[src/hw/rtl/lpa_pkg.sv]
package lpa_pkg;

  localparam int LABEL_COUNT   = 65536;
  localparam int MAX_DIMENSION = 16384;

  localparam int ADDR_W  = $clog2(LABEL_COUNT);
  localparam int CODE_W  = 16;
  localparam int COORD_W = 14;
  localparam int DIM_W   = 15;
  localparam int CNT_W   = 29;
  localparam int CAT_NUM = 5;
  localparam int PADDR_W = 3;
  localparam int PDATA_W = 32;

  localparam logic [CNT_W-1:0]   CNT_MAX    = '1;
  localparam logic [COORD_W-1:0] COORD_ONES = '1;

  localparam int CAT_CONTENT     = 0;
  localparam int CAT_BLACK       = 1;
  localparam int CAT_UNRESOLVED  = 2;
  localparam int CAT_BACKGROUND  = 3;
  localparam int CAT_OWNED_BLACK = 4;

  typedef enum logic [1:0] {
    OP_PIXEL  = 2'd0,
    OP_LABEL  = 2'd1,
    OP_TOTALS = 2'd2,
    OP_NONE   = 2'd3
  } lpa_op_t;

  typedef enum logic {
    REG_WIDTH  = 1'b0,
    REG_HEIGHT = 1'b1
  } lpa_reg_t;

  typedef enum logic [1:0] {
    ST_CLEAR,
    ST_IDLE,
    ST_EXEC,
    ST_HOLD
  } lpa_state_t;

  typedef struct packed {
    logic [CNT_W-1:0]   count;
    logic [CNT_W-1:0]   content;
    logic [COORD_W-1:0] min_x;
    logic [COORD_W-1:0] min_y;
    logic [COORD_W-1:0] max_x;
    logic [COORD_W-1:0] max_y;
  } lpa_entry_t;

  localparam lpa_entry_t ENTRY_RESET = '{
    count:   '0,
    content: '0,
    min_x:   COORD_ONES,
    min_y:   COORD_ONES,
    max_x:   '0,
    max_y:   '0
  };

  typedef struct packed {
    logic [CNT_W-1:0]   label_pixels;
    logic [CNT_W-1:0]   label_content_pixels;
    logic [COORD_W-1:0] label_min_x;
    logic [COORD_W-1:0] label_min_y;
    logic [DIM_W-1:0]   label_end_x;
    logic [DIM_W-1:0]   label_end_y;
    logic [CNT_W-1:0]   content_total;
    logic [CNT_W-1:0]   black_total;
    logic [CNT_W-1:0]   unresolved_total;
    logic [CNT_W-1:0]   background_total;
    logic [CNT_W-1:0]   owned_black_total;
    logic               frame_release;
  } lpa_result_t;

  typedef struct packed {
    logic clear_we;
    logic in_ready;
    logic take;
    logic pix_update;
    logic load_out;
  } lpa_cmd_t;

  typedef struct packed {
    logic    in_valid;
    logic    clear_last;
    logic    out_free;
    lpa_op_t op_q;
  } lpa_sts_t;

  function automatic logic [CNT_W-1:0] sat_inc(input logic [CNT_W-1:0] v);
    sat_inc = (v == CNT_MAX) ? v : v + CNT_W'(1);
  endfunction

endpackage

[src/hw/rtl/lpa_ctrl.sv]
module lpa_ctrl (
  input  logic              clk,
  input  logic              rst_n,
  input  lpa_pkg::lpa_sts_t sts,
  output lpa_pkg::lpa_cmd_t cmd
);

  lpa_pkg::lpa_state_t state_r;
  lpa_pkg::lpa_state_t state_nxt;

  always_comb begin
    state_nxt = state_r;
    case (state_r)
      lpa_pkg::ST_CLEAR: begin
        if (sts.clear_last) state_nxt = lpa_pkg::ST_IDLE;
      end
      lpa_pkg::ST_IDLE: begin
        if (sts.in_valid) state_nxt = lpa_pkg::ST_EXEC;
      end
      lpa_pkg::ST_EXEC: begin
        case (sts.op_q)
          lpa_pkg::OP_LABEL, lpa_pkg::OP_TOTALS: begin
            state_nxt = sts.out_free ? lpa_pkg::ST_IDLE : lpa_pkg::ST_HOLD;
          end
          default: state_nxt = lpa_pkg::ST_IDLE;
        endcase
      end
      lpa_pkg::ST_HOLD: begin
        if (sts.out_free) state_nxt = lpa_pkg::ST_IDLE;
      end
      default: state_nxt = lpa_pkg::ST_CLEAR;
    endcase
  end

  always_comb begin
    cmd = '0;
    case (state_r)
      lpa_pkg::ST_CLEAR: cmd.clear_we = 1'b1;
      lpa_pkg::ST_IDLE: begin
        cmd.in_ready = 1'b1;
        cmd.take     = sts.in_valid;
      end
      lpa_pkg::ST_EXEC: begin
        case (sts.op_q)
          lpa_pkg::OP_PIXEL:                     cmd.pix_update = 1'b1;
          lpa_pkg::OP_LABEL, lpa_pkg::OP_TOTALS: cmd.load_out   = sts.out_free;
          default: ;
        endcase
      end
      lpa_pkg::ST_HOLD: cmd.load_out = sts.out_free;
      default: ;
    endcase
  end

  always_ff @(posedge clk) begin
    if (!rst_n) begin
      state_r <= lpa_pkg::ST_CLEAR;
    end else begin
      state_r <= state_nxt;
    end
  end

  a_load_needs_room: assert property (@(posedge clk) disable iff (!rst_n)
    cmd.load_out |-> sts.out_free)
    else $error("result loaded while the output register is occupied");

  a_take_then_exec: assert property (@(posedge clk) disable iff (!rst_n)
    cmd.take |=> state_r == lpa_pkg::ST_EXEC)
    else $error("accepted request not executed in the next cycle");

  a_no_take_in_clear: assert property (@(posedge clk) disable iff (!rst_n)
    state_r == lpa_pkg::ST_CLEAR |-> !cmd.in_ready && !cmd.pix_update)
    else $error("request handled during the clearing pass");

endmodule

[config.mk]
export PLATFORM = sky130hd
export DESIGN_NAME = lpa_ctrl
export DESIGN_NICKNAME = d
export VERILOG_FILES = /design/src/hw/rtl/lpa_pkg.sv /design/src/hw/rtl/lpa_ctrl.sv
export SDC_FILE = /design/constraint.sdc
export NUM_CORES = 1
export LEC_CHECK = 0
export ABC_CLOCK_PERIOD_IN_PS = 2600
export BUFFER_PORTS_ARGS = -buffer_cell sky130_fd_sc_hd__buf_4
export CAP_MARGIN = 40
export CORE_AREA = 3 3 40 42
export DETAILED_ROUTE_END_ITERATION = 10
export DIE_AREA = 0 0 43 45
export GPL_TIMING_DRIVEN = 0
export HOLD_SLACK_MARGIN = 0.08
export PLACE_DENSITY = 0.33
export SLEW_MARGIN = 30
export SYNTH_ARGS = -nofsm -noshare
export SYNTH_HDL_FRONTEND = slang
export SYNTH_SLANG_ARGS = --single-unit
[constraint.sdc]
create_clock -name clk -period 2.6 [get_ports clk]
set_clock_uncertainty 0.15 [all_clocks]
set_input_delay 0.39 -clock clk [delete_from_list [all_inputs] [get_ports clk]]
set_output_delay 0.39 -clock clk [all_outputs]
set_load 0.005 [all_outputs]
# Yosys cells after proc, flatten, opt, wreduce, memory -nomap -nowiden
# Index checks and enable logic that the tools add are counted.
[op_classes] reduce_logical=4 n_eq_ne=8 n_mux=12
[ops] cell="2-to-1 mux 2 bit" count=6
[ops] cell="case mux 2 bit (4 select lines)" count=1
[ops] cell="== test 2 bit, second input constant" count=3
[ops] cell="!= test 2 bit, second input constant" count=3
[ops] cell="== test 2 x 1 -> 1 bit, second input constant" count=2
[ops] cell="logical NOT 2 bit" count=2
[ops] cell="2-to-1 mux 1 bit" count=4
[ops] cell="AND reduction 3 bit" count=1
[ops] cell="case mux 1 bit (2 select lines)" count=1
[ops] cell="OR reduction 2 bit" count=1
[word_totals] output_inout_bits=5 word_cells=25 register_bits=2 inputBits=7

# Longest topological paths before layout
[depth] ltp_word=4 mapped_depth=5 ltp_nobuf=5

# Worst setup path after synthesis
# OpenSTA, ideal clock, no wires.
[synth_timing] path_type="register to register" startpoint="register state_r[1]" endpoint="register state_r[1]" t_arrival_ns=1.375 setup_time_ns=0.069 path_stages_with_launch=6 n_path_buf=0 setup_slack_ns=1.007 period_less_slack_ns=1.593 t_required_ns=2.381 cell_sequence="dfxtp_1 -> inv_1 -> ha_1 -> nor2b_4 -> or4_1 -> o21ai_1"
[synth_between] elab_chain_cells=3 elab_cells_between_ends=9 cone_classes="6 x eq/ne; 1 x mux; 2 x reduce/logical"
[synth_rtl] item="start: declaration" line_no="lpa_ctrl.sv:8" rtl="lpa_pkg::lpa_state_t state_r;"
[synth_rtl] item="start signal: assignment" line_no="lpa_ctrl.sv:57" rtl="state_r <= lpa_pkg::ST_CLEAR;"
[synth_rtl] item="start signal: assignment" line_no="lpa_ctrl.sv:59" rtl="state_r <= state_nxt;"
[synth_rtl] item="== test 2 x 1 -> 1 bit (tied with other cells)" line_no="lpa_ctrl.sv:13" rtl="case (state_r)"
[synth_rtl] item="!= test 2 bit (no source line)"
[synth_rtl] item="AND reduction 3 bit (no source line)"
# Several ways; a longest one is shown, not always the timed one.
# A chain may end at the register's enable or synchronous reset.

==> results.cfg <==
[synth]
synth_nets = 39
synth_area_um2 = 223
synth-seq-area-share = 0.180
synth_top_area_share = 0.281
yosysUniqueCellTypes = 17
avgSynthCellArea_um2 = 8.25
synth_warnings = 0
predominant_post_synthesis_flop_cell = dfxtp_1
ys_top_cells_by_area = ha_1, dfxtp_1, inv_1
synthDominantAreaCellType = ha_1
ys_seq_elements = 2
synth-async-reset-ratio = 0
synthCells = 27
synth_edf_count = 0

[timing]
hold_viol_final = 0
period_share = 0.684
headroom_to_the_max_slew_limit = 0.817
rsz0062_at_grt = false
slew_viol_final = 0
timing.final.setup_violations = 0
tightestPinTransition_ns = 0.275
fin_crit_ns = 1.78
timing.fmax_mhz = 562
fin_setup_tns_ns = 0

[job]
drv_cap = 0

[routing]
highest_layer = met3
first_iter_violations = 2
avgViaCountPerCell = 4.09
vias = 229
drcViolationCount = 0
drt_pass1_iterations = 2
route.antenna.remaining_nets = 0
routedLengthMet1_um = 210
met3RoutedLength_um = 50
totalWireLength_um = 520
avgRoutedWirePerCell_um = 9.29
wl_met2_um = 258

[setup_path]
critical_path.slowest_cell = dfxtp_1
path_max_fanout = 4
worst_r2r_path_depth = 5
critical_path_arrival_ns = 1.24
path_buf_inv = 2
crit_path_end_kind = output pin
critical_path.max_stage_delay_ns = 0.38
worstReg2RegEnd = state_r[1]$_SDFFE_PN0P_
crit_type = reg -> out
cp.required_ns = 2.06
crit_family = flip-flops
timing.critical_path.from_type = flip-flop
worstReg2RegStart = state_r[1]$_SDFFE_PN0P_
setup_slack_of_the_worst_register_to_register_path_ns = 0.90
crit_chain = inv_1 > ha_1 > a21oi_1 > nor2_1 > buf_4

[global_route]
globalRoute.totalOverflow = 0
antenna_found_initial = 0
first_global_vias = 235
grt_max_degree = 6
grt_first_pass_wirelength_um = 869
total_routing_resource_utilization_after_global_routing = 0.0631

[cells_and_area]
flip_flop_and_latch_area_um2 = 40.0
area.growth.synth_to_final_pct = 55.6
largest_register_ff_count = 2
reg_top3 = state_r: 2 flops
leading_cell_type_in_the_layout_fill_and_taps_excluded = buf_4
post_route_cells_drive_above_1_share = 0.390
post-route-cell-area_um2 = 347
num-fill-cells = 154
commonest_non_fill_non_tap_cells_in_the_layout = buf_4, inv_1, ha_1
register_bank_with_the_most_flops = state_r
antenna_cells = 0
nNetsFinal = 55
multi_input_comb_area_um2 = 164

[die]
core_area_um2 = 1280
boundaryPins = 12
floorplan.die.height_um = 45
die_w_um = 43
start_util = 0.173
fp.dieArea_um2 = 1940
fp-row-count = 13

[clocking]
cts-buffers-inserted = 3
worst_skew_pair.late_latency_ns = 0.22
cts_hold_buffers = 0
htree_num_levels = 1
tritoncts = yes
cts_repair_resize_count = 0
root_buffer_cell = clkbuf_4
path_clk_slew_ns = 0.03
post-cts-setup-buffer-count = 0
max-clock-path-buffers = 2
clock_sinks = 2

[power]
power.density_nw_per_um2 = 440
irDropWorstVdd_uv = 190
p_leak_nw = 0.175

[place]
placement.cell_area_um2 = 324
dp_hpwl_um = 447
gp_congestion = 0.686
io_buffers = 11

[worst_hold_path]
hold_path_class = in -> reg
beginning_of_the_worst_hold_path = rst_n
hold-path-cell-count = 2
min_to = state_r[0]$_SDFFE_PN0P_

[outcome]
status = finished, final reports clean
==> layout make-up <==
| class | count | share of cell area |
|---|---|---|
| Clock buffer | 3 | 0.0650 |
| Inverter | 5 | 0.0542 |
| Multi-Input combinational cell | 20 | 0.473 |
| Sequential cell | 2 | 0.116 |
| Tap cell | 15 | 0.0542 |
| Timing Repair Buffer | 11 | 0.238 |
==> synthesized netlist by cell type, types with 2 or more instances <==
cell,n
dfxtp_1,2
ha_1,5
nor2b_1,2
inv_1,5
==> metal layers <==
layer	global-route usage	vias up
li1	-	119
met1	0.0502	103
met2	0.111	7
met3	0.0359	0
met4	0.0542	0
met5	0	-
==> logic make-up (layout without fill, tap and decap cells) <==
kind of cell | after synthesis | after routing | share of synthesized area
compound gates | 6 | 6 | 0.185
fa+ha+maj | 5 | 5 | 0.281
buf+inv | 5 | 19 | 0.0843
flops | 2 | 2 | 0.180
simple gates | 9 | 9 | 0.270
==> worst max-delay path by stage <==
| stage | start | end | slack, ns | depth (start not counted) |
|---|---|---|---|---|
| after floorplan | state_r[1]$_SDFFE_PN0P_ | state_r[1]$_SDFFE_PN0P_ | 1.01 | 5 |
| after global placement | state_r[1]$_SDFFE_PN0P_ | state_r[1]$_SDFFE_PN0P_ | 0.89 | 5 |
| after detailed placement | state_r[1]$_SDFFE_PN0P_ | state_r[1]$_SDFFE_PN0P_ | 0.89 | 5 |
| after CTS | state_r[1]$_SDFFE_PN0P_ | cmd[2] | 0.80 | 4 |
| after global routing | state_r[0]$_SDFFE_PN0P_ | cmd[0] | 0.72 | 5 |
| final | state_r[0]$_SDFFE_PN0P_ | cmd[0] | 0.82 | 5 |
==> power by group <==
group | internal (mW) | switching (mW)
Clock | 0.0508 | 0.0160
Combinational | 0.0282 | 0.0207
Sequential | 0.0339 | 0.00321
==> metrics by stage <==
step	hold slack (ns)	worst slack (ns)	std cells	utilization	total power, mW
4_1_cts	0.238	0.799	56	0.270	0.159
3_5_place_dp	0.363	0.893	53	0.252	0.0877
2_1_floorplan	0.328	1.01	27	-	0.0635
5_1_grt	0.253	0.723	56	0.270	0.166
3_3_place_gp	0.366	0.894	53	0.252	0.0867
6_report	0.242	0.821	56	0.270	0.153
==> worst reg2reg max path, delay by kind of cell (launching register included) <==
kind | cells | cell delay [ns]
flops | 1 | 0.36
simple gates | 2 | 0.67
buf+inv | 1 | 0.08
fa+ha+maj | 1 | 0.24
compound gates | 1 | 0.13
(Power assumes the default switching activity.)
