**config.mk**
```make
export PLATFORM = sky130hd
export DESIGN_NAME = lpa_cfg
export DESIGN_NICKNAME = d
export VERILOG_FILES = /design/src/hw/rtl/lpa_pkg.sv /design/src/hw/rtl/lpa_cfg.sv
export SDC_FILE = /design/constraint.sdc
export NUM_CORES = 1
export LEC_CHECK = 0
export ABC_CLOCK_PERIOD_IN_PS = 1100
export BUFFER_PORTS_ARGS = -buffer_cell sky130_fd_sc_hd__buf_2
export CAP_MARGIN = 20
export CORE_UTILIZATION = 43
export DETAILED_ROUTE_END_ITERATION = 10
export PLACE_DENSITY = 0.8
export RECOVER_POWER = 50
export SYNTH_ARGS = -nofsm -noshare
export SYNTH_HDL_FRONTEND = slang
export SYNTH_SLANG_ARGS = --single-unit
```
**constraint.sdc**
```tcl
create_clock -name clk -period 1.1 [get_ports clk]
set_input_delay 0.055 -clock clk [delete_from_list [all_inputs] [get_ports clk]]
set_output_delay 0.055 -clock clk [all_outputs]
set_load 0.01 [all_outputs]
```
**src/hw/rtl/lpa_pkg.sv**
```systemverilog
package lpa_pkg;

  localparam int LABEL_COUNT   = 65536;
  localparam int MAX_DIMENSION = 16384;

  localparam int ADDR_W  = $clog2(LABEL_COUNT);
  localparam int CODE_W  = 16;
  localparam int COORD_W = 14;
  localparam int DIM_W   = 15;
  localparam int CNT_W   = 29;
  localparam int CAT_NUM = 5;
  localparam int PADDR_W = 3;
  localparam int PDATA_W = 32;

  localparam logic [CNT_W-1:0]   CNT_MAX    = '1;
  localparam logic [COORD_W-1:0] COORD_ONES = '1;

  localparam int CAT_CONTENT     = 0;
  localparam int CAT_BLACK       = 1;
  localparam int CAT_UNRESOLVED  = 2;
  localparam int CAT_BACKGROUND  = 3;
  localparam int CAT_OWNED_BLACK = 4;

  typedef enum logic [1:0] {
    OP_PIXEL  = 2'd0,
    OP_LABEL  = 2'd1,
    OP_TOTALS = 2'd2,
    OP_NONE   = 2'd3
  } lpa_op_t;

  typedef enum logic {
    REG_WIDTH  = 1'b0,
    REG_HEIGHT = 1'b1
  } lpa_reg_t;

  typedef enum logic [1:0] {
    ST_CLEAR,
    ST_IDLE,
    ST_EXEC,
    ST_HOLD
  } lpa_state_t;

  typedef struct packed {
    logic [CNT_W-1:0]   count;
    logic [CNT_W-1:0]   content;
    logic [COORD_W-1:0] min_x;
    logic [COORD_W-1:0] min_y;
    logic [COORD_W-1:0] max_x;
    logic [COORD_W-1:0] max_y;
  } lpa_entry_t;

  localparam lpa_entry_t ENTRY_RESET = '{
    count:   '0,
    content: '0,
    min_x:   COORD_ONES,
    min_y:   COORD_ONES,
    max_x:   '0,
    max_y:   '0
  };

  typedef struct packed {
    logic [CNT_W-1:0]   label_pixels;
    logic [CNT_W-1:0]   label_content_pixels;
    logic [COORD_W-1:0] label_min_x;
    logic [COORD_W-1:0] label_min_y;
    logic [DIM_W-1:0]   label_end_x;
    logic [DIM_W-1:0]   label_end_y;
    logic [CNT_W-1:0]   content_total;
    logic [CNT_W-1:0]   black_total;
    logic [CNT_W-1:0]   unresolved_total;
    logic [CNT_W-1:0]   background_total;
    logic [CNT_W-1:0]   owned_black_total;
    logic               frame_release;
  } lpa_result_t;

  typedef struct packed {
    logic clear_we;
    logic in_ready;
    logic take;
    logic pix_update;
    logic load_out;
  } lpa_cmd_t;

  typedef struct packed {
    logic    in_valid;
    logic    clear_last;
    logic    out_free;
    lpa_op_t op_q;
  } lpa_sts_t;

  function automatic logic [CNT_W-1:0] sat_inc(input logic [CNT_W-1:0] v);
    sat_inc = (v == CNT_MAX) ? v : v + CNT_W'(1);
  endfunction

endpackage

```
**src/hw/rtl/lpa_cfg.sv**
```systemverilog
module lpa_cfg (
  input  logic                        clk,
  input  logic                        rst_n,
  input  logic                        cfg_psel,
  input  logic                        cfg_penable,
  input  logic                        cfg_pwrite,
  input  logic [lpa_pkg::PADDR_W-1:0] cfg_paddr,
  input  logic [lpa_pkg::PDATA_W-1:0] cfg_pwdata,
  output logic [lpa_pkg::PDATA_W-1:0] cfg_prdata,
  output logic                        cfg_pready,
  output logic [lpa_pkg::DIM_W-1:0]   width_eff,
  output logic [lpa_pkg::DIM_W-1:0]   height_eff,
  output logic                        frame_restart
);

  logic [lpa_pkg::DIM_W-1:0] width_r;
  logic [lpa_pkg::DIM_W-1:0] width_nxt;
  logic [lpa_pkg::DIM_W-1:0] height_r;
  logic [lpa_pkg::DIM_W-1:0] height_nxt;
  logic                      wr_en;
  lpa_pkg::lpa_reg_t         reg_sel;

  assign cfg_pready = 1'b1;
  assign wr_en      = cfg_psel & cfg_penable & cfg_pwrite & cfg_pready;
  assign reg_sel    = lpa_pkg::lpa_reg_t'(cfg_paddr[2]);

  always_comb begin
    width_nxt     = width_r;
    height_nxt    = height_r;
    frame_restart = 1'b0;
    if (wr_en) begin
      frame_restart = 1'b1;
      case (reg_sel)
        lpa_pkg::REG_WIDTH:  width_nxt  = cfg_pwdata[lpa_pkg::DIM_W-1:0];
        lpa_pkg::REG_HEIGHT: height_nxt = cfg_pwdata[lpa_pkg::DIM_W-1:0];
        default: ;
      endcase
    end
  end

  always_ff @(posedge clk) begin
    if (!rst_n) begin
      width_r  <= lpa_pkg::DIM_W'(lpa_pkg::MAX_DIMENSION);
      height_r <= lpa_pkg::DIM_W'(lpa_pkg::MAX_DIMENSION);
    end else begin
      width_r  <= width_nxt;
      height_r <= height_nxt;
    end
  end

  always_comb begin
    case (reg_sel)
      lpa_pkg::REG_WIDTH:  cfg_prdata = lpa_pkg::PDATA_W'(width_r);
      lpa_pkg::REG_HEIGHT: cfg_prdata = lpa_pkg::PDATA_W'(height_r);
      default:             cfg_prdata = '0;
    endcase
  end

  always_comb begin
    if (width_r == '0) begin
      width_eff = lpa_pkg::DIM_W'(1);
    end else if (32'(width_r) > lpa_pkg::MAX_DIMENSION) begin
      width_eff = lpa_pkg::DIM_W'(lpa_pkg::MAX_DIMENSION);
    end else begin
      width_eff = width_r;
    end
    if (height_r == '0) begin
      height_eff = lpa_pkg::DIM_W'(1);
    end else if (32'(height_r) > lpa_pkg::MAX_DIMENSION) begin
      height_eff = lpa_pkg::DIM_W'(lpa_pkg::MAX_DIMENSION);
    end else begin
      height_eff = height_r;
    end
  end

endmodule

```
Word level (Yosys, flattened, before mapping)
Index checks and enable logic that the tools add are counted.
{"block": "totals", "ff_bits": 30, "output_inout_bits": 64}
{"block": "op_classes", "order_cmp": 2, "muxes": 6, "bitwise_logic": 3, "reduce_logical": 4}
{"cell": "one-hot mux 32 bit (2 select lines)", "count": 1}
{"cell": "2-to-1 mux 15 bit", "count": 4}
{"cell": "> comparator 15 bit (second input constant)", "count": 2}
{"cell": "zero test 15 bit", "count": 2}
{"cell": "AND reduction 2 bit", "count": 2}
{"cell": "bitwise AND 1 bit", "count": 2}
{"cell": "2-to-1 mux 1 bit", "count": 1}
{"cell": "inverter 1 bit", "count": 1}

Depth between registers and ports, before layout
Gate-level depths: netlist of run 1.
{"block": "depth", "ltp_word": 3, "depth_mapped": 6, "mapped_depth_nobuf": 3}

Least setup slack after synthesis of run 1
Ideal clock, no wire load.
{"block": "synth_path", "kind": "reg-to-output", "start": "reg width_r[14] in the netlist's numbering", "end": "out cfg_prdata[14] in the netlist's numbering", "arrival_time_ns": 0.926, "t_required_ns": 1.045, "path_slack_ns": 0.119, "path_stages_with_launch": 3, "path_buffers": 1, "path_cell_list": "dfxtp_1 clkbuf_1 mux2_2"}
{"block": "synth_between", "elab_chain_len": 1}
{"item": "start: declaration", "line_no": "lpa_cfg.sv:16", "source": "logic [lpa_pkg::DIM_W-1:0] width_r;"}
{"item": "start signal: assignment", "line_no": "lpa_cfg.sv:43", "source": "width_r <= lpa_pkg::DIM_W'(lpa_pkg::MAX_DIMENSION);"}
{"item": "start signal: assignment", "line_no": "lpa_cfg.sv:46", "source": "width_r <= width_nxt;"}
{"item": "one-hot mux 32 bit (2 select lines)", "line_no": "lpa_cfg.sv:52", "source": "case (reg_sel)"}
{"item": "end: declaration", "line_no": "lpa_cfg.sv:9", "source": "output logic [lpa_pkg::PDATA_W-1:0] cfg_prdata,"}
No other way between the ends. The select of a mux whose other input is x is not followed.

Final worst setup path of run 1
{"block": "layout_path", "start": "reg height_r[5] in the netlist's numbering", "end": "out height_eff[0] in the netlist's numbering"}
{"block": "layout_between", "elab_chain_len": 3, "word_cells_on_any_way": 4, "classes_between": "1 x order compare; 2 x mux; 1 x reduce/logical"}
{"item": "start: declaration", "line_no": "lpa_cfg.sv:18", "source": "logic [lpa_pkg::DIM_W-1:0] height_r;"}
{"item": "start signal: assignment", "line_no": "lpa_cfg.sv:44", "source": "height_r <= lpa_pkg::DIM_W'(lpa_pkg::MAX_DIMENSION);"}
{"item": "start signal: assignment", "line_no": "lpa_cfg.sv:47", "source": "height_r <= height_nxt;"}
{"item": "> comparator 15 bit", "line_no": "lpa_cfg.sv:69", "source": "end else if (32'(height_r) > lpa_pkg::MAX_DIMENSION) begin"}
{"item": "2-to-1 mux 15 bit", "line_no": "lpa_cfg.sv:69"}
{"item": "2-to-1 mux 15 bit *", "line_no": "lpa_cfg.sv:67", "source": "if (height_r == '0) begin"}
{"item": "end: declaration", "line_no": "lpa_cfg.sv:12", "source": "output logic [lpa_pkg::DIM_W-1:0] height_eff,"}
Every way passes the cells marked *; elsewhere a longest branch is shown, timed or not.

==> impl_metrics.ini, run 1 <==
[run_status]
outcome = finished with violations
violations = setup timing

[worst_setup_path]
arrival_ps = 1380
rrSetupSlack_ps = 120
crit_type = reg -> out
worstReg2RegStart = width_r[9]$_SDFFE_PN0P_
rr_worst_depth = 5
critPathRequiredTime_ps = 1040
start_kind = register
rr_endpoint = width_r[9]$_SDFFE_PN0P_
end_kind = output port
crit_fanout = 2

[hold_path]
min_to = width_r[12]$_SDFFE_PN0P_
hp-start = cfg_pwdata[12]
holdPathStages = 3
min_path_type = in -> reg

[synthesis]
ys_ff_latch = 30
synth.distinct_cells = 27
ys_seq_area_share_pct = 35.09
avgSynthCellArea_um2 = 8.601
netlist_instances = 199
syn_area_um2 = 1712
yosysWarnings = 0

[placement]
dpl_cell_area_um2 = 2108
port_buffers = 66
post-dp-hpwl_um = 3028
gp_congestion = 0.8095

[global_routing]
grt_pass1_vias = 1651
grt_overflow = 0
antenna_found_initial = 0
grt_max_degree = 45
grt_pass1_wl_um = 7928
grt_use_total_pct = 24.56

[sta]
hold_violations = 0
tightest_slew_ps = 530.7
min_period_over_period_pct = 130.4
whs_ps = 38.95
finalCriticalPeriod_ps = 1434
rsz0062_at_grt = yes
fin_skew_ps = 0
finalMaxSlewViolations = 0
worst_slack_ps = -334.2
max_freq_mhz = 697.3
fin_tns_setup_ps = -2613
max-slew-margin-rel_pct = 64.62
finalSetupViolCount = 33

[pwr]
pwr-share-comb_pct = 15.9
power.total_uw = 2329
intPower_uw = 1713
ir_drop_mv = 0.7094
swShare_pct = 26.43
seq_power_share_pct = 48.7
clkPwrFrac_pct = 35.3
power.density_nw_per_um2 = 854.1
leakage_uw = 0.001188
switching_power_uw = 615.5

[drt]
via_per_inst = 5.267
first_iter_violations = 164
wire_per_inst_um = 17.36
wl_um = 5851
route.detailed.drc = 0
postRouteAntennaNets = 0
vias = 1775
firstDrtPassIters = 4

[finish]
diodes = 0
nets = 329
syn2layout_area_growth_pct = 59.28
finish.utilization_pct = 72.83
fillers = 268
final_layout_size_suffix_gt1_share_pct = 56.06
finish.instance_area_um2 = 2726

[floorplanning]
num_rows = 22
die_w_um = 65.09
initial_core_util_pct = 45.72
dieArea_um2 = 4237
die_h_um = 65.09
core_area_um2 = 3744
pin_count = 104

[clocking]
numCtsBuffers = 5
htreeDepth = 2
clockBufferDepth = 2
cts.clk_slew.worst_paths_ps = 60
cts_hold_buf = 0
cts-root-buf = clkbuf_8
tritoncts = done
clk_latency_ps = 280
clock-sinks = 30

[job]
max_cap_viol_count = 0
[power groups by stage]
stage	logic [uW]	registers (uW)	clock network, uW
global route	398	1140	892
global placement	286	1150	0
detailed placement	289	1150	0
CTS	343	1140	827
finish	371	1130	823
floorplan	229	1150	0
[metal layers]
metal / part of all wire, % / track usage, % / routed length [um] / vias up
li1: - / - / - / 828
met1: 40 / 31.14 / 2338 / 835
met2: 50 / 41.28 / 2937 / 95
met3: 7.4 / 6.597 / 431 / 17
met4: 2.5 / 5.978 / 144 / 0
met5: 0 / 0 / 0 / -
[through the flow]
| step | std cells | setup WS [ps] |
|---|---|---|
| after floorplan | 215 | 118.7 |
| after global placement | 317 | -12.56 |
| after detailed placement | 317 | -23.06 |
| after CTS | 336 | -281.5 |
| after global routing | 337 | -405.9 |
| final | 337 | -334.2 |
[cells in the final DEF (no fill, tap or decap)]
master     netlist  final
nand3_1         22     24
clkbuf_2         1      2
nor4_4           0      3
clkbuf_1         5      6
buf_12           1      3
nand4_1          1      2
nor4_2           0      2
dfxtp_1         30     11
o21ai_2          5      5
dfxtp_4          0      5
inv_1            1      1
clkbuf_16        0      1
nor2_1           3      3
mux2_2          14      2
dfxtp_2          0     14
buf_6            4     45
buf_2            4     39
nand3_2          6      4
clkbuf_8         0      5
nor2b_4          0     12
o21ai_1          9      8
nor3_1           1      1
conb_1           2     18
mux2i_1          2      2
buf_4           18      8
a41oi_1          1      1
mux2_4           0     12
and3_1           1      1
nand4b_1         0      1
nand2_1         17     17
o21ai_0         16     17
nor2b_1         26     14
[worst max-delay path by stage]
stage	start	end	slack, ps
2_1_floorplan	width_r[14]$_SDFFE_PN1P_	cfg_prdata[14]	120
3_3_place_gp	height_r[2]$_SDFFE_PN0P_	height_eff[0]	-10
3_5_place_dp	height_r[2]$_SDFFE_PN0P_	height_eff[0]	-20
4_1_cts	height_r[2]$_SDFFE_PN0P_	height_eff[0]	-280
5_1_grt	height_r[5]$_SDFFE_PN0P_	height_eff[0]	-410
6_report	height_r[5]$_SDFFE_PN0P_	height_eff[0]	-330
[cells in the mapped netlist (all sizes together)]
cell type | count | area share [%]
dfxtp | 30 | 35
o21ai | 30 | 9.9
buf | 29 | 13
nand3 | 28 | 9.9
nor2b | 26 | 9.5
nand2 | 17 | 3.7
mux2 | 14 | 9.2
clkbuf | 6 | 1.4
nor4 | 5 | 1.8
nor2 | 3 | 0.66
conb | 2 | 0.44
mux2i | 2 | 1.2
nand4 | 2 | 1.1
a41oi | 1 | 0.51
and3 | 1 | 0.37
inv | 1 | 0.22
nand4b | 1 | 1.4
nor3 | 1 | 0.29
[timing repair]
action / in CTS / in global routing
buffers inserted: 12 / 2
setup endpoints to repair: 28 / 42
cloned: 1 / 1
pin swaps: 0 / 3
gates resized for setup: 62 / 52
[flip-flops by register name, summed over array words and instances (netlist names)]
name,count
width_r,15
height_r,15
[logic make-up after synthesis]
logic type      share of synthesized area [%]
compound gates                          10.38
buf+inv                                 14.91
mux                                     10.38
simple gates                            28.80
flops                                   35.09
other cells                            0.4388
[critical path, stage by stage, from the launching register on]
cell	delay (ps)
dfxtp_2	340
nor4_4	300
a41oi_1	150
nor2_1	160
buf_2	150
[layout make-up]
type	instances	area (um2)	area share (%)
Multi-Input combinational cell	149	1077	39.51
Sequential cell	30	636.9	23.36
Tap cell	48	60.06	2.203
Inverter	1	3.754	0.1377
Timing Repair Buffer	102	872.1	31.99
Clock buffer	7	76.32	2.799
No activity file was read; power rests on OpenSTA's default activity.
==> inputs of run 2 (changes only) <==
- CORE_ASPECT_RATIO: default -> 1.75
- PLACE_DENSITY: 0.8 -> 0.91
==> run 2 against run 1 <==
Against the previous run: the run still ends with setup timing left; final area is 1.8% higher; global-route usage is 0.83 points higher; register-to-register slack worse by 120 ps; routed wire length is 1.1% higher; via count stayed put; clock skew stayed put; flip-flop and latch count stayed put; sequential share of layout area is 0.65 points lower; critical path type unchanged; largest cell class unchanged.
==> impl_metrics.ini, run 2 (synthesis gave the netlist of run 1 again) <==
[worst_setup_path]
start_kind = register
crit_fanout = 4
crit_slowest_cell = dfxtp_2
crit_type = reg -> out
cp_slowest_stage_delay_ps = 350
critPathRequiredTime_ps = 1040
end_kind = output port
arrival_ps = 1380
cp_cell_sequence = nor4_4, a41oi_2, nor2_1, buf_2

[finish]
finish.instance_area_um2 = 2776
layout_common_cells = buf_6, buf_2, nand3_1, o21ai_0, conb_1
layoutNonFillerInstCount = 338
diodes = 0
multi_input_comb_area_um2 = 1071
nets = 330
fillers = 272
reg.largest.list = height_r x15, width_r x15
syn2layout_area_growth_pct = 62.21
regArea_um2 = 630.6
final_layout_size_suffix_gt1_share_pct = 57.24
final_common_cell = buf_6
finish.utilization_pct = 72.52

[placement]
port_buffers = 66
dpl_cell_area_um2 = 2116
gp_congestion = 0.8113
placed_cells = 318
post-dp-hpwl_um = 3131
pre_cts_ws_ps = -4.418

[drt]
route.detailed.drc = 0
vias = 1775
first_iter_violations = 29
via_per_inst = 5.251
firstDrtPassIters = 4
wl_um = 5914
postRouteAntennaNets = 0
wire_per_inst_um = 17.50

[floorplanning]
die_w_um = 49.69
initial_core_util_pct = 44.71
pin_count = 104
core_area_um2 = 3829
num_rows = 30
die_h_um = 85.46
dieArea_um2 = 4247

[sta]
finalMaxSlewViolations = 0
max_freq_mhz = 698.4
finalSetupViolCount = 36
rsz0062_at_grt = yes
min_period_over_period_pct = 130.2
hold_violations = 0
finalCriticalPeriod_ps = 1432
fin_skew_ps = 0
worst_slack_ps = -331.8

[clocking]
numCtsBuffers = 5
htreeDepth = 2
clockBufferDepth = 2
tritoncts = done
cts-root-buf = clkbuf_8
cts.clk_slew.worst_paths_ps = 70
clock-sinks = 30
clk_latency_ps = 290

[global_routing]
grt_overflow = 0
antenna_found_initial = 0
grt_use_total_pct = 25.38
grt_max_degree = 45
grt_pass1_wl_um = 8004
grt_pass1_vias = 1614

[pwr]
leakage_uw = 0.001228
power.density_nw_per_um2 = 965.9
power.total_uw = 2682
ir_drop_mv = 1.411

[run_status]
outcome = finished with violations
violations = setup timing

[hold_path]
min_path_type = in -> reg

[job]
max_cap_viol_count = 0
[run 2: path summary, 6_finish.rpt]
kind | endpoint | depth (start not counted) | slack [ps] | from
min reg2reg | width_r[10]$_SDFFE_PN0P_ | 2 | 480 | width_r[10]$_SDFFE_PN0P_
max reg2reg | width_r[14]$_SDFFE_PN1P_ | 5 | 0 | width_r[14]$_SDFFE_PN1P_
min | width_r[11]$_SDFFE_PN0P_ | 3 | 7 | cfg_pwdata[11]
max | height_eff[0] | 4 | -330 | height_r[3]$_SDFFE_PN0P_
[run 2: power breakdown]
part / total, uW / switching [uW] / internal, uW
Sequential: 1140 / 30.6 / 1110
Clock: 1160 / 436 / 724
Combinational: 384 / 201 / 183
[run 2: cell type report]
cell class                 count  share of cell area (%)
clock inverter                 1                   1.082
timing repair buffer         103                   32.36
multi-input combinational    149                   38.58
tap                           48                   2.163
sequential                    30                   22.71
inverter                       1                  0.1352
clock buffer                   6                   2.974
[run 2: through the flow]
stage	setup TNS (ps)	hold slack, ps
global route	-4888	12.33
CTS	-2211	11.19
floorplan	0	180.1
detailed placement	-4.418	287.3
finish	-3322	7.110
global placement	-10.73	287.0
[run 2: what timing repair did]
item | 4_1_cts | 5_1_grt
gates resized for setup | 68 | 46
gates cloned | 0 | 1
buffers inserted | 8 | 8
setup endpoints to repair | 41 | 40
pin swaps | 1 | 1
endpoints found under the hold margin | 1 | 0
hold buffers | 1 | 0
[run 2: per-layer routing]
layer	track usage (%)	wire length (um)	up-vias	part of all wire, %
met4	14.81	226	0	3.8
li1	-	-	827	-
met3	5.556	263	16	4.4
met2	44.10	3234	82	55
met1	27.46	2189	850	37
met5	0	0	-	0
[run 2: critical path, delay by kind of cell, from the launching register on]
family                 cells  cell delay (ps)
buffers and inverters      1              130
and+or+nand+nor            2              420
DFF                        1              350
AOI/OAI and AO/OA          1              170
